File: config.mk
export PLATFORM = sky130hd
export DESIGN_NAME = skt_cell
export DESIGN_NICKNAME = d
export VERILOG_FILES = /design/src/rtl/skt_pkg.sv /design/src/rtl/skt_cell.sv
export SDC_FILE = /design/constraint.sdc
export NUM_CORES = 1
export LEC_CHECK = 0
export BUFFER_PORTS_ARGS = -buffer_cell sky130_fd_sc_hd__buf_2
export CELL_PAD_IN_SITES_DETAIL_PLACEMENT = 0
export CELL_PAD_IN_SITES_GLOBAL_PLACEMENT = 1
export CORE_MARGIN = 2
export CORE_UTILIZATION = 33
export DETAILED_ROUTE_END_ITERATION = 8
export PLACE_DENSITY_LB_ADDON = 0.1
export SLEW_MARGIN = 20
export SYNTH_ARGS = -nofsm -noshare
export SYNTH_HDL_FRONTEND = slang
export SYNTH_SLANG_ARGS = --single-unit
File: constraint.sdc
create_clock -name clock -period 5.7 [get_ports clock]
set_input_delay 0.855 -clock clock [delete_from_list [all_inputs] [get_ports clock]]
set_output_delay 0.855 -clock clock [all_outputs]
set_load 0.02 [all_outputs]
File: src/rtl/skt_pkg.sv
// Types and constants shared by the sorted key table modules.
`timescale 1ns / 1ps

package skt_pkg;

   // Payload field widths
   localparam int KEY_W      = 32;
   localparam int MODE_W     = 2;
   localparam int STATUS_W   = 3;
   localparam int ENTRY_W    = 7;
   localparam int REQ_DATA_W = 40;
   localparam int RSP_DATA_W = 16;

   // Operation codes; a set high bit means clear
   localparam logic [MODE_W-1:0] MODE_INSERT = 2'd0;
   localparam logic [MODE_W-1:0] MODE_DELETE = 2'd1;

   typedef enum logic [STATUS_W-1:0] {
      ST_INSERTED  = 3'd0,
      ST_FULL      = 3'd1,
      ST_DELETED   = 3'd2,
      ST_NOT_FOUND = 3'd3,
      ST_CLEARED   = 3'd4
   } status_type;

   typedef enum logic {
      FSM_IDLE = 1'b0,
      FSM_EXEC = 1'b1
   } fsm_type;

   // Per-cycle command broadcast to every cell
   typedef struct packed {
      logic insert_en;
      logic remove_en;
   } cell_ctrl_type;

endpackage

File: src/rtl/skt_cell.sv
// One slot of the ordered key row: compare against the probe key and shift.
`timescale 1ns / 1ps

module skt_cell #(
   parameter int CNT_W = 7,
   parameter int INDEX = 0
) (
   input  logic                              clock,
   input  logic [CNT_W-1:0]                  count,
   input  logic signed [skt_pkg::KEY_W-1:0]  probe_key,
   input  skt_pkg::cell_ctrl_type            ctrl,
   input  logic signed [skt_pkg::KEY_W-1:0]  left_key,
   input  logic                              left_gt,
   input  logic signed [skt_pkg::KEY_W-1:0]  right_key,
   output logic signed [skt_pkg::KEY_W-1:0]  key_q,
   output logic                              gt,
   output logic                              hit
);
   import skt_pkg::*;

   logic signed [KEY_W-1:0] key_ff;
   logic signed [KEY_W-1:0] key_in;
   logic                    occupied;
   logic                    lt;

   // Slot holds a live key when it sits below the fill count
   assign occupied = (CNT_W'(INDEX) < count);

   // Empty slots count as greater than any key
   assign gt  = !occupied || (key_ff > probe_key);
   assign lt  = occupied && (key_ff < probe_key);
   assign hit = occupied && (key_ff == probe_key);

   // Insert: slots above the key take the left neighbor, the boundary slot takes the key.
   // Delete: slots at or above the match take the right neighbor.
   always_comb begin
      priority if (ctrl.insert_en && gt) begin
         key_in = left_gt ? left_key : probe_key;
      end else if (ctrl.remove_en && !lt) begin
         key_in = right_key;
      end else begin
         key_in = key_ff;
      end
   end

   always_ff @(posedge clock) begin
      key_ff <= key_in;
   end

   assign key_q = key_ff;

endmodule

After elaboration in Yosys (flattened, before gate mapping)
Cells that the tools add are included.

Register bits after elaboration: 32. Input bits: 107. Logic and storage cells: 16.

$lt $le $gt $ge: 3. Equality and inequality tests: 1. Multiplexer cells: 3. Reduce and logical (&&, ||, !) cells: 8.

Operators by type and width (count): 2-to-1 mux 32 bit (3); == test 32 bit (1); > comparator 32 bit (1); less-than comparator 32 bit (1); less-than comparator 1 x 7 -> 1 bit (first input constant) (1); logical AND 1 bit (4); logical NOT 1 bit (2); nonzero test 2 bit (1); logical OR 1 bit (1).

Logic depth before layout (Yosys ltp)
Gate-level depths: netlist (run 1).

Depth in word-level cells: 6. Depth in mapped cells: 10. Gate-level depth less buffers: 9.

Worst setup path after synthesis (run 1)
OpenSTA, ideal clock, no wires.

Kind: input port to flip-flop. Start point: input probe_key[31] in the netlist's numbering. End point: register key_ff[0] (netlist: key_q[0]) (enable). Arrival: 3794 ps. Required time: 5268 ps. Slack: 1475 ps. Stages on the path: 8. Buffers on the path: 0. Cells stage by stage: inv_1 -> ha_1 -> nand4_2 -> nor4_4 -> nor3b_2 -> a211oi_1 -> xnor2_1 -> a21oi_1.

Word-level cells in the longest chain between the ends: 5. Elaborated cells between the ends (all ways): 8. Classes of those cells: 2 x order compare; 6 x reduce/logical.

Ends and longest elaborated chain: start: declaration (RTL line skt_cell.sv:10) `input logic signed [skt_pkg::KEY_W-1:0] probe_key,`; less-than comparator 32 bit (RTL line skt_cell.sv:31) `assign lt = occupied && (key_ff < probe_key);`; logical AND 1 bit (RTL line skt_cell.sv:31); logical NOT 1 bit (RTL line skt_cell.sv:39) `end else if (ctrl.remove_en && !lt) begin`; logical AND 1 bit (RTL line skt_cell.sv:39); nonzero test 2 bit (no line) (*); end signal: assignment (RTL line skt_cell.sv:47) `key_ff <= key_in;`; end: declaration (RTL line skt_cell.sv:21) `logic signed [KEY_W-1:0] key_ff;`.

Every way passes the cells marked *; elsewhere a longest branch is shown, timed or not. A chain may end at the register's enable or synchronous reset.

Final worst setup path (run 1)
Start point: input probe_key[31] in the netlist's numbering. End point: output gt.

Word-level cells in the longest chain between the ends: 2.

Ends and longest elaborated chain: > comparator 32 bit (RTL line skt_cell.sv:30) `assign gt = !occupied || (key_ff > probe_key);`; logical OR 1 bit (RTL line skt_cell.sv:30); end: declaration (RTL line skt_cell.sv:16) `output logic gt,`.

No other way between the ends.

==> impl_metrics.env, run 1 <==
export IMPL_insertion_delay_ps=280
export IMPL_io_pins=141
export IMPL_placed_cells=504
export IMPL_synth_edf_count=32
export IMPL_totalWireLength_mm=6.97
export IMPL_instances_no_fill=513
export IMPL_synth_top_area_share_pct=35.4
export IMPL_largest_register_ff_count=32
export IMPL_die_x_um=94.7
export IMPL_synth_area_leader_cell="edfxtp_1"
export IMPL_synth_nets=407
export IMPL_viasPerCell=4.69
export IMPL_outcome="finished, final reports clean"
export IMPL_fin_tns_setup_ps=0
export IMPL_setup_violations=0
export IMPL_postCtsSetupBuffers=0
export IMPL_cap_violations=0
export IMPL_cts_buffer_depth=2
export IMPL_synthTopCellsByArea="edfxtp_1 (35%), mux2_4 (17%), ha_1 (15%), o21ai_0 (6.5%), nand2_1 (5.8%)"
export IMPL_clk_pin_slew_worst_paths_ps=70
export IMPL_grt_usage_pct=15.2
export IMPL_area_growth_pct=34.2
export IMPL_holdPathStages=2
export IMPL_syn_area_sq_um=2720
export IMPL_drtIter0Drc=60
export IMPL_htree_levels=2
export IMPL_gp_congestion=0.766
export IMPL_cts_root_buf="clkbuf_8"
export IMPL_holdBufCountCts=0
export IMPL_pwr_share_comb_pct=57.9
export IMPL_clkPwrFrac_pct=12.2
export IMPL_power_density_nw_per_um2=484
export IMPL_startpoint_type="input port"
export IMPL_critPathCaptureType="primary output"
export IMPL_mostFrequentLayoutCells="buf_2 (140), nand2_1 (42), inv_1 (35), o21ai_0 (35)"
export IMPL_finalCriticalPeriod_ps=3720
export IMPL_cp_required_ps=4850
export IMPL_cp_arrival_ps=2870
export IMPL_fin_area_sq_um=3640
export IMPL_fin_crit_sh_pct=65.3
export IMPL_ys_types=30
export IMPL_grt_pass1_wl_mm=10.5
export IMPL_p_total_mw=1.76
export IMPL_drcViolationCount=0
export IMPL_dr_pass1_iters=4
export IMPL_min_path_type="input port to flop"
export IMPL_mostFrequentLayoutCell="buf_2"
export IMPL_synth_warnings=0
export IMPL_cts_tree="built"
export IMPL_rsz0062_at_grt="false"
export IMPL_cts_buffers=5
export IMPL_finalHoldViolations=0
export IMPL_crit_fanout=5
export IMPL_nNetsFinal=546
export IMPL_fin_util_pct=45.0
export IMPL_drv_slew=0
export IMPL_fill_cells=857
export IMPL_avgRoutedWirePerCell_um=13.6
export IMPL_finClkSkew_ps=3.91
export IMPL_slew_headroom_pct=35.1
export IMPL_fp_dieH_um=94.7
export IMPL_p_sw_share_pct=42.4
export IMPL_dpl_cell_area_sq_um=3510
export IMPL_avgSynthCellArea_sq_um=10.1
export IMPL_synthArstFlopShare_pct=0
export IMPL_p_sw_uw=748
export IMPL_reg2reg_depth=8
export IMPL_coreArea_sq_um=8090
export IMPL_p_leak_nw=1.85
export IMPL_vias=2405
export IMPL_tightest_slew_ps=974
export IMPL_antenna_left=0
export IMPL_ys_ff_latch=32
export IMPL_post_cts_resized=0
export IMPL_grt_pass1_vias=2300
export IMPL_peakVddDrop_mv=0.201
export IMPL_start_util_pct=33.5
export IMPL_n_antenna_cell=0
export IMPL_ys_seq_area_share_pct=35.4
export IMPL_cts_sinks=32
export IMPL_numPortBuffers=140
export IMPL_die_area_sq_um=8970
export IMPL_antenna_found_initial=0
export IMPL_synth_cells=268
export IMPL_pwr_share_seq_pct=29.9
export IMPL_p_int_mw=1.02
export IMPL_place_hpwl_mm=5.51
export IMPL_max_freq_mhz=269
export IMPL_std_cell_rows=33
export IMPL_synthFlopType="edfxtp_1"
export IMPL_drive_gt1_share_pct=46.6
export IMPL_grt_max_degree=64
export IMPL_crit_type="input port to primary output"
export IMPL_gr_total_overflow=0
[kinds of logic after synthesis]
group / after synthesis / share of synthesized area [%]
adders and majority gates: 32 / 14.7
muxes: 33 / 17.8
xor gates and xnor gates: 1 / 0.323
AOI/OAI and AO/OA: 62 / 12.6
buffers and inverters: 45 / 7.05
and+or+nand+nor: 63 / 12.1
DFF: 32 / 35.4
[stage by stage]
stage                     setup slack (ps)  hold WS [ps]
after global placement                1950          1160
after global routing                  1780           847
after CTS                             1940           860
after floorplan                       1470          1070
final                                 1980           865
after detailed placement              1900          1160
[worst max-delay path: stages]
cell	delay [ps]
buf_2	90
inv_1	40
ha_1	390
nand4_2	200
nor4_4	360
nor3b_2	240
a211oi_1	90
xnor2_1	320
a21oi_1	110
buf_2	170
[area by class of cell]
type                       instances  area [sq um]  area share (%)
clock buffer                       5          68.8            1.89
clock inverter                     3          37.5            1.03
inverter                          35           131            3.60
multi-input combinational        191          1580            43.3
sequential                        32           961            26.4
tap                              105           131            3.60
timing repair buffer             142           736            20.2
[metal layers]
layer  GRT usage, %  part of all wire, %
met1           19.1                   45
met2           25.8                   47
met3           3.51                  6.2
met4           4.59                  1.6
met5              0                    0
[worst paths after layout]
kind	start	end	slack, ps
max	probe_key[31]	gt	1980
min	right_key[12]	key_q[12]	870
max reg2reg	key_q[31]	key_q[31]	2530
min reg2reg	key_q[31]	key_q[4]	1230
[power by group through the flow]
| stage | clock [mW] | sequential (mW) | combinational (mW) |
|---|---|---|---|
| finish | 0.215 | 0.528 | 1.02 |
| detailed placement | 0 | 0.540 | 0.996 |
| floorplan | 0 | 0.690 | 0.542 |
| global route | 0.233 | 0.545 | 1.13 |
| global placement | 0 | 0.538 | 0.991 |
| CTS | 0.223 | 0.537 | 1.00 |
[synthesized netlist by cell type (2+ instances only)]
library cell / number
ha_1: 32
edfxtp_1: 32
inv_1: 35
nand3_1: 3
clkbuf_1: 7
nand4_1: 6
buf_6: 3
o21ai_0: 35
nand2_1: 42
nor3_1: 2
mux2_2: 3
a21oi_1: 19
nor4_4: 2
mux2_4: 30
nor4_1: 2
Power figures use the tool's default switching activity.
==> run 2: changes to the inputs <==
==> constraint.sdc (replaced) <==
create_clock -name clock -period 3.53 [get_ports clock]
set_input_delay 0.5295 -clock clock [delete_from_list [all_inputs] [get_ports clock]]
set_output_delay 0.5295 -clock clock [all_outputs]
set_load 0.02 [all_outputs]
==> impl_metrics.env, run 2 (same netlist as run 1, synthesis figures left out) <==
export IMPL_outcome="finished, final reports clean"
export IMPL_power_density_nw_per_um2=774
export IMPL_antenna_found_initial=0
export IMPL_std_cell_rows=33
export IMPL_avgRoutedWirePerCell_um=13.6
export IMPL_finalCriticalPeriod_ps=3110
export IMPL_slew_headroom_pct=52.6
export IMPL_holdBufCountCts=0
export IMPL_grt_max_degree=47
export IMPL_reg2reg_depth=8
export IMPL_grt_pass1_vias=2353
export IMPL_area_growth_pct=34.3
export IMPL_htree_levels=2
export IMPL_path_cells="ha_1, nand4_2, nor4_4, nor3b_2, a211oi_1, xnor2_1, a21oi_1, buf_2"
export IMPL_peakVddDrop_mv=0.252
export IMPL_postCtsSetupBuffers=0
export IMPL_cp_required_ps=3000
export IMPL_crit_fanout=5
export IMPL_die_area_sq_um=8970
export IMPL_cts_sinks=32
export IMPL_place_hpwl_mm=5.75
export IMPL_mostFrequentLayoutCells="buf_2 (140), nand2_1 (42), inv_1 (35), o21ai_0 (35)"
export IMPL_p_leak_nw=1.86
export IMPL_cts_root_buf="clkbuf_8"
export IMPL_cts_tree="built"
export IMPL_vias=2415
export IMPL_finClkSkew_ps=8.31
export IMPL_mostFrequentLayoutCell="buf_2"
export IMPL_max_stage_delay_ps=400
export IMPL_crit_start="key_q[31]"
export IMPL_cts_buffer_depth=2
export IMPL_rsz0062_at_grt="false"
export IMPL_fin_ws_ps=420
export IMPL_slowest_stage="ha_1"
export IMPL_grt_pass1_wl_mm=10.8
export IMPL_dp_slack_ps=383
export IMPL_setup_violations=0
export IMPL_gr_total_overflow=0
export IMPL_dr_pass1_iters=4
export IMPL_reg2reg_setup_slack_ps=670
export IMPL_die_x_um=94.7
export IMPL_start_util_pct=33.5
export IMPL_post_cts_resized=0
export IMPL_max_freq_mhz=322
export IMPL_min_path_type="input port to flop"
export IMPL_grt_usage_pct=15.4
export IMPL_n_antenna_cell=0
export IMPL_startpoint_type="flop"
export IMPL_cts_buffers=5
export IMPL_totalWireLength_mm=7.00
export IMPL_fin_tns_setup_ps=0
export IMPL_finalHoldViolations=0
export IMPL_drcViolationCount=0
export IMPL_tightest_slew_ps=711
export IMPL_cp_endpoint="gt"
export IMPL_clk_pin_slew_worst_paths_ps=70
export IMPL_drive_gt1_share_pct=47.0
export IMPL_io_pins=141
export IMPL_drtIter0Drc=50
export IMPL_fill_cells=885
export IMPL_cp_arrival_ps=2580
export IMPL_fin_crit_sh_pct=88.1
export IMPL_crit_type="flop to primary output"
export IMPL_rr_endpoint="key_q[0]"
export IMPL_reg2reg_from="key_q[31]"
export IMPL_nNetsFinal=549
export IMPL_cap_violations=0
export IMPL_gp_congestion=0.802
export IMPL_drv_slew=0
export IMPL_coreArea_sq_um=8090
export IMPL_insertion_delay_ps=280
export IMPL_largest_register_ff_count=32
export IMPL_fp_dieH_um=94.7
export IMPL_antenna_left=0
export IMPL_numPortBuffers=140
export IMPL_viasPerCell=4.68
export IMPL_critPathCaptureType="primary output"
## run 2: changes by cell type in the layout (fill, tap and decap cells not counted), sizes merged
cell,previous run,this run
buf,142,145
## run 2: where the power goes
part           internal [mW]  switching (mW)  leakage (nW)
logic                  0.671           0.958          1.50
clock network          0.206           0.142        0.0532
registers              0.741           0.107         0.308
## run 2: how the worst min path moves through the flow
stage	end	cells past startpoint	from	slack, ps
after CTS	key_q[1]	2	right_key[1]	530
after global placement	key_q[31]	2	right_key[31]	830
after floorplan	key_q[10]	1	right_key[10]	750
after global routing	key_q[20]	2	right_key[20]	540
final	key_q[14]	2	right_key[14]	540
after detailed placement	key_q[1]	2	right_key[1]	830
## run 2: per-stage QoR
stage	total power [mW]	hold WS (ps)	std cells	cell area [sq um]	util [%]
3_3_place_gp	2.50	831	508	3540	43.8
6_report	2.82	544	516	3650	45.1
2_1_floorplan	1.99	747	268	2720	-
5_1_grt	3.06	536	516	3650	45.1
3_5_place_dp	2.51	833	508	3540	43.8
4_1_cts	2.87	533	516	3650	45.1
## run 2: layer usage
metal | vias to the layer above | share of wire, % | GRT usage (%)
li1 | 1238 | - | -
met4 | 0 | 1.1 | 3.99
met5 | - | 0 | 0
met2 | 89 | 46 | 25.7
met3 | 7 | 7.6 | 3.59
met1 | 1081 | 45 | 20.2
## run 2: layout make-up
| class | instances | area [sq um] | area share [%] |
|---|---|---|---|
| Tap cell | 105 | 131 | 3.60 |
| Clock inverter | 3 | 37.5 | 1.03 |
| Multi-Input combinational cell | 191 | 1580 | 43.3 |
| Clock buffer | 5 | 68.8 | 1.89 |
| Sequential cell | 32 | 961 | 26.3 |
| Inverter | 35 | 131 | 3.60 |
| Timing Repair Buffer | 145 | 738 | 20.2 |
## run 2: worst max-delay path: cells and delay by family (launching register included)
family / cells / cell delay (ps)
flip-flops: 1 / 390
AO/OA/AOI/OAI: 2 / 200
XOR/XNOR: 1 / 310
adder cells (fa/ha/maj): 1 / 400
buffers and inverters: 1 / 180
AND/OR/NAND/NOR: 3 / 830
==> run 3: changes to the inputs <==
--- a/config.mk
+++ b/config.mk
@@ -5,11 +5,13 @@
 export SDC_FILE = /design/constraint.sdc
 export NUM_CORES = 1
 export LEC_CHECK = 0
+export ABC_AREA = 1
 export BUFFER_PORTS_ARGS = -buffer_cell sky130_fd_sc_hd__buf_2
+export CAP_MARGIN = 25
 export CELL_PAD_IN_SITES_DETAIL_PLACEMENT = 0
 export CELL_PAD_IN_SITES_GLOBAL_PLACEMENT = 1
 export CORE_MARGIN = 2
-export CORE_UTILIZATION = 33
+export CORE_UTILIZATION = 31
 export DETAILED_ROUTE_END_ITERATION = 8
 export PLACE_DENSITY_LB_ADDON = 0.1
 export SLEW_MARGIN = 20
==> impl_metrics.env, run 3 <==
export IMPL_outcome="finished, final reports clean"
export IMPL_viasPerCell=4.76
export IMPL_drtIter0Drc=114
export IMPL_drv_slew=0
export IMPL_gr_total_overflow=0
export IMPL_fin_crit_sh_pct=81.3
export IMPL_synth_nets=503
export IMPL_ys_seq_area_share_pct=35.4
export IMPL_cts_buffer_depth=2
export IMPL_grt_usage_pct=16.3
export IMPL_max_stage_delay_ps=410
export IMPL_drive_gt1_share_pct=31.6
export IMPL_nNetsFinal=638
export IMPL_dr_pass1_iters=4
export IMPL_ys_types=20
export IMPL_crit_buf_inv=2
export IMPL_insertion_delay_ps=280
export IMPL_critical_path_top_delay_family="simple AND/OR/NAND/NOR gates"
export IMPL_fp_dieH_um=97.6
export IMPL_critical_path_most_common_cell="nand2_1"
export IMPL_cts_root_buf="clkbuf_8"
export IMPL_grt_max_degree=44
export IMPL_synthFlopType="edfxtp_1"
export IMPL_crit_type="flop to primary output"
export IMPL_cts_tree="built"
export IMPL_drcViolationCount=0
export IMPL_holdBufCountCts=0
export IMPL_synthArstFlopShare_pct=0
export IMPL_start_util_pct=31.6
export IMPL_p_leak_nw=1.98
export IMPL_area_growth_pct=32.4
export IMPL_critical_path_cell_count=9
export IMPL_grt_pass1_wl_mm=12.7
export IMPL_critPathCaptureType="primary output"
export IMPL_max_freq_mhz=349
export IMPL_clk_pin_slew_worst_paths_ps=60
export IMPL_synth_top_area_share_pct=35.4
export IMPL_fin_util_pct=41.9
export IMPL_synthTopCellsByArea="edfxtp_1 (35%), nand2_1 (18%), ha_1 (15%), nand4_1 (8.1%), o21ai_0 (6.1%)"
export IMPL_startpoint_type="flop"
export IMPL_avgRoutedWirePerCell_um=13.3
export IMPL_reg2reg_depth=12
export IMPL_tightest_slew_ps=751
export IMPL_finalCriticalPeriod_ps=2870
export IMPL_holdPathStages=3
export IMPL_vias=2894
export IMPL_antenna_left=0
export IMPL_crit_fanout=13
export IMPL_grt_pass1_vias=2699
export IMPL_fin_area_sq_um=3600
export IMPL_die_x_um=97.6
export IMPL_syn_area_sq_um=2720
export IMPL_coreArea_sq_um=8590
export IMPL_mostFrequentLayoutCells="buf_2 (140), nand2_1 (132), inv_1 (43), nand4_1 (35), o21ai_0 (33)"
export IMPL_fin_tns_setup_ps=0
export IMPL_die_area_sq_um=9530
export IMPL_synth_common_cells="nand2_1 (132), inv_1 (43), nand4_1 (35)"
export IMPL_post_cts_resized=0
export IMPL_cts_buffers=5
export IMPL_setup_violations=0
export IMPL_slew_headroom_pct=49.9
export IMPL_postCtsSetupBuffers=0
export IMPL_peakVddDrop_mv=0.285
export IMPL_std_cell_rows=34
export IMPL_mostFrequentLayoutCell="buf_2"
export IMPL_cp_required_ps=3000
export IMPL_rsz0062_at_grt="false"
export IMPL_largest_register_ff_count=32
export IMPL_cp_arrival_ps=2340
export IMPL_synth_edf_count=32
export IMPL_avgSynthCellArea_sq_um=7.47
export IMPL_synth_most_common_cell="nand2_1"
export IMPL_synth_cells=364
export IMPL_htree_levels=2
export IMPL_finClkSkew_ps=3.73
export IMPL_io_pins=141
export IMPL_slowest_stage="edfxtp_1"
export IMPL_synth_area_leader_cell="edfxtp_1"
export IMPL_path_cells="ha_1, nand2_1, nor2_1, nand2_1, nor4_2, nand3_2, inv_1, a31oi_1, buf_2"
export IMPL_place_hpwl_mm=6.22
export IMPL_antenna_found_initial=0
export IMPL_power_density_nw_per_um2=747
export IMPL_dpl_cell_area_sq_um=3520
export IMPL_finalHoldViolations=0
export IMPL_n_antenna_cell=0
export IMPL_synth_warnings=0
export IMPL_fill_cells=980
export IMPL_totalWireLength_mm=8.08
export IMPL_hold_ws_ps=512
export IMPL_min_path_type="input port to flop"
export IMPL_gp_congestion=0.796
export IMPL_cts_sinks=32
export IMPL_ys_ff_latch=32
export IMPL_cap_violations=0
export IMPL_numPortBuffers=140
[run 3: changes by cell type in the layout (fill, tap and decap cells not counted), moves of 3 or more]
cell	before	now
nand4_1	6	35
inv_1	35	43
mux2_4	30	0
nor2_1	1	10
nand2_1	42	132
a21oi_1	18	14
buf_4	5	8
[run 3: power by group]
| group | total [mW] | internal [mW] | switching [mW] |
|---|---|---|---|
| clock network | 0.266 | 0.137 | 0.129 |
| logic | 1.57 | 0.539 | 1.03 |
| registers | 0.851 | 0.736 | 0.115 |
| total | 2.69 | 1.41 | 1.28 |
[run 3: metrics by stage]
step / cells / total power, mW / setup slack, ps
CTS: 608 / 2.73 / 635
detailed placement: 600 / 2.45 / 616
global route: 608 / 2.94 / 457
floorplan: 364 / 1.91 / 528
global placement: 600 / 2.44 / 684
finish: 608 / 2.69 / 662
[run 3: worst reg2reg max path, stage by stage (launching register included)]
cell and delay (ps):
edfxtp_1 410, ha_1 360, nand2_1 90, nor2_1 140, nand2_1 100, nor4_2 220, nand2_1 110, nand2_1 70
nand2_1 70, nand3_2 120, nand3_4 70, nand2_1 290, buf_4 270
[run 3: final cells by class]
type | instances | area (sq um) | area share, %
inverters | 43 | 161 | 4.49
flip-flops and latches | 32 | 961 | 26.7
well taps | 108 | 135 | 3.76
clock buffers | 7 | 76.3 | 2.12
repair buffers | 148 | 761 | 21.1
multi-input cells | 269 | 1500 | 41.7
clock inverters | 1 | 3.75 | 0.104
[run 3: path summary, 6_finish.rpt]
check / startpoint / end / slack, ps
setup / recovery: key_q[31] / gt / 660
hold / removal: right_key[26] / key_q[26] / 510
setup reg to reg: key_q[31] / key_q[1] / 910
hold reg to reg: key_q[31] / key_q[27] / 1270
[run 3: cells by family (layout without fill, tap and decap cells)]
kind of cell    after synthesis  in the layout  synth area share, %
simple gates                185            185                 30.1
buf+inv                      63            199                 9.67
compound gates               51             51                 9.71
fa+ha+maj                    32             32                 14.7
flops                        32             32                 35.4
mux                           1              1                0.414
[run 3: routing by layer]
| layer | track usage [%] | vias up | share of wire [%] |
|---|---|---|---|
| met2 | 26.0 | 103 | 45 |
| met3 | 3.45 | 8 | 6.5 |
| met5 | 0 | - | 0 |
| li1 | - | 1498 | - |
| met4 | 3.85 | 0 | 1.1 |
| met1 | 22.6 | 1285 | 48 |
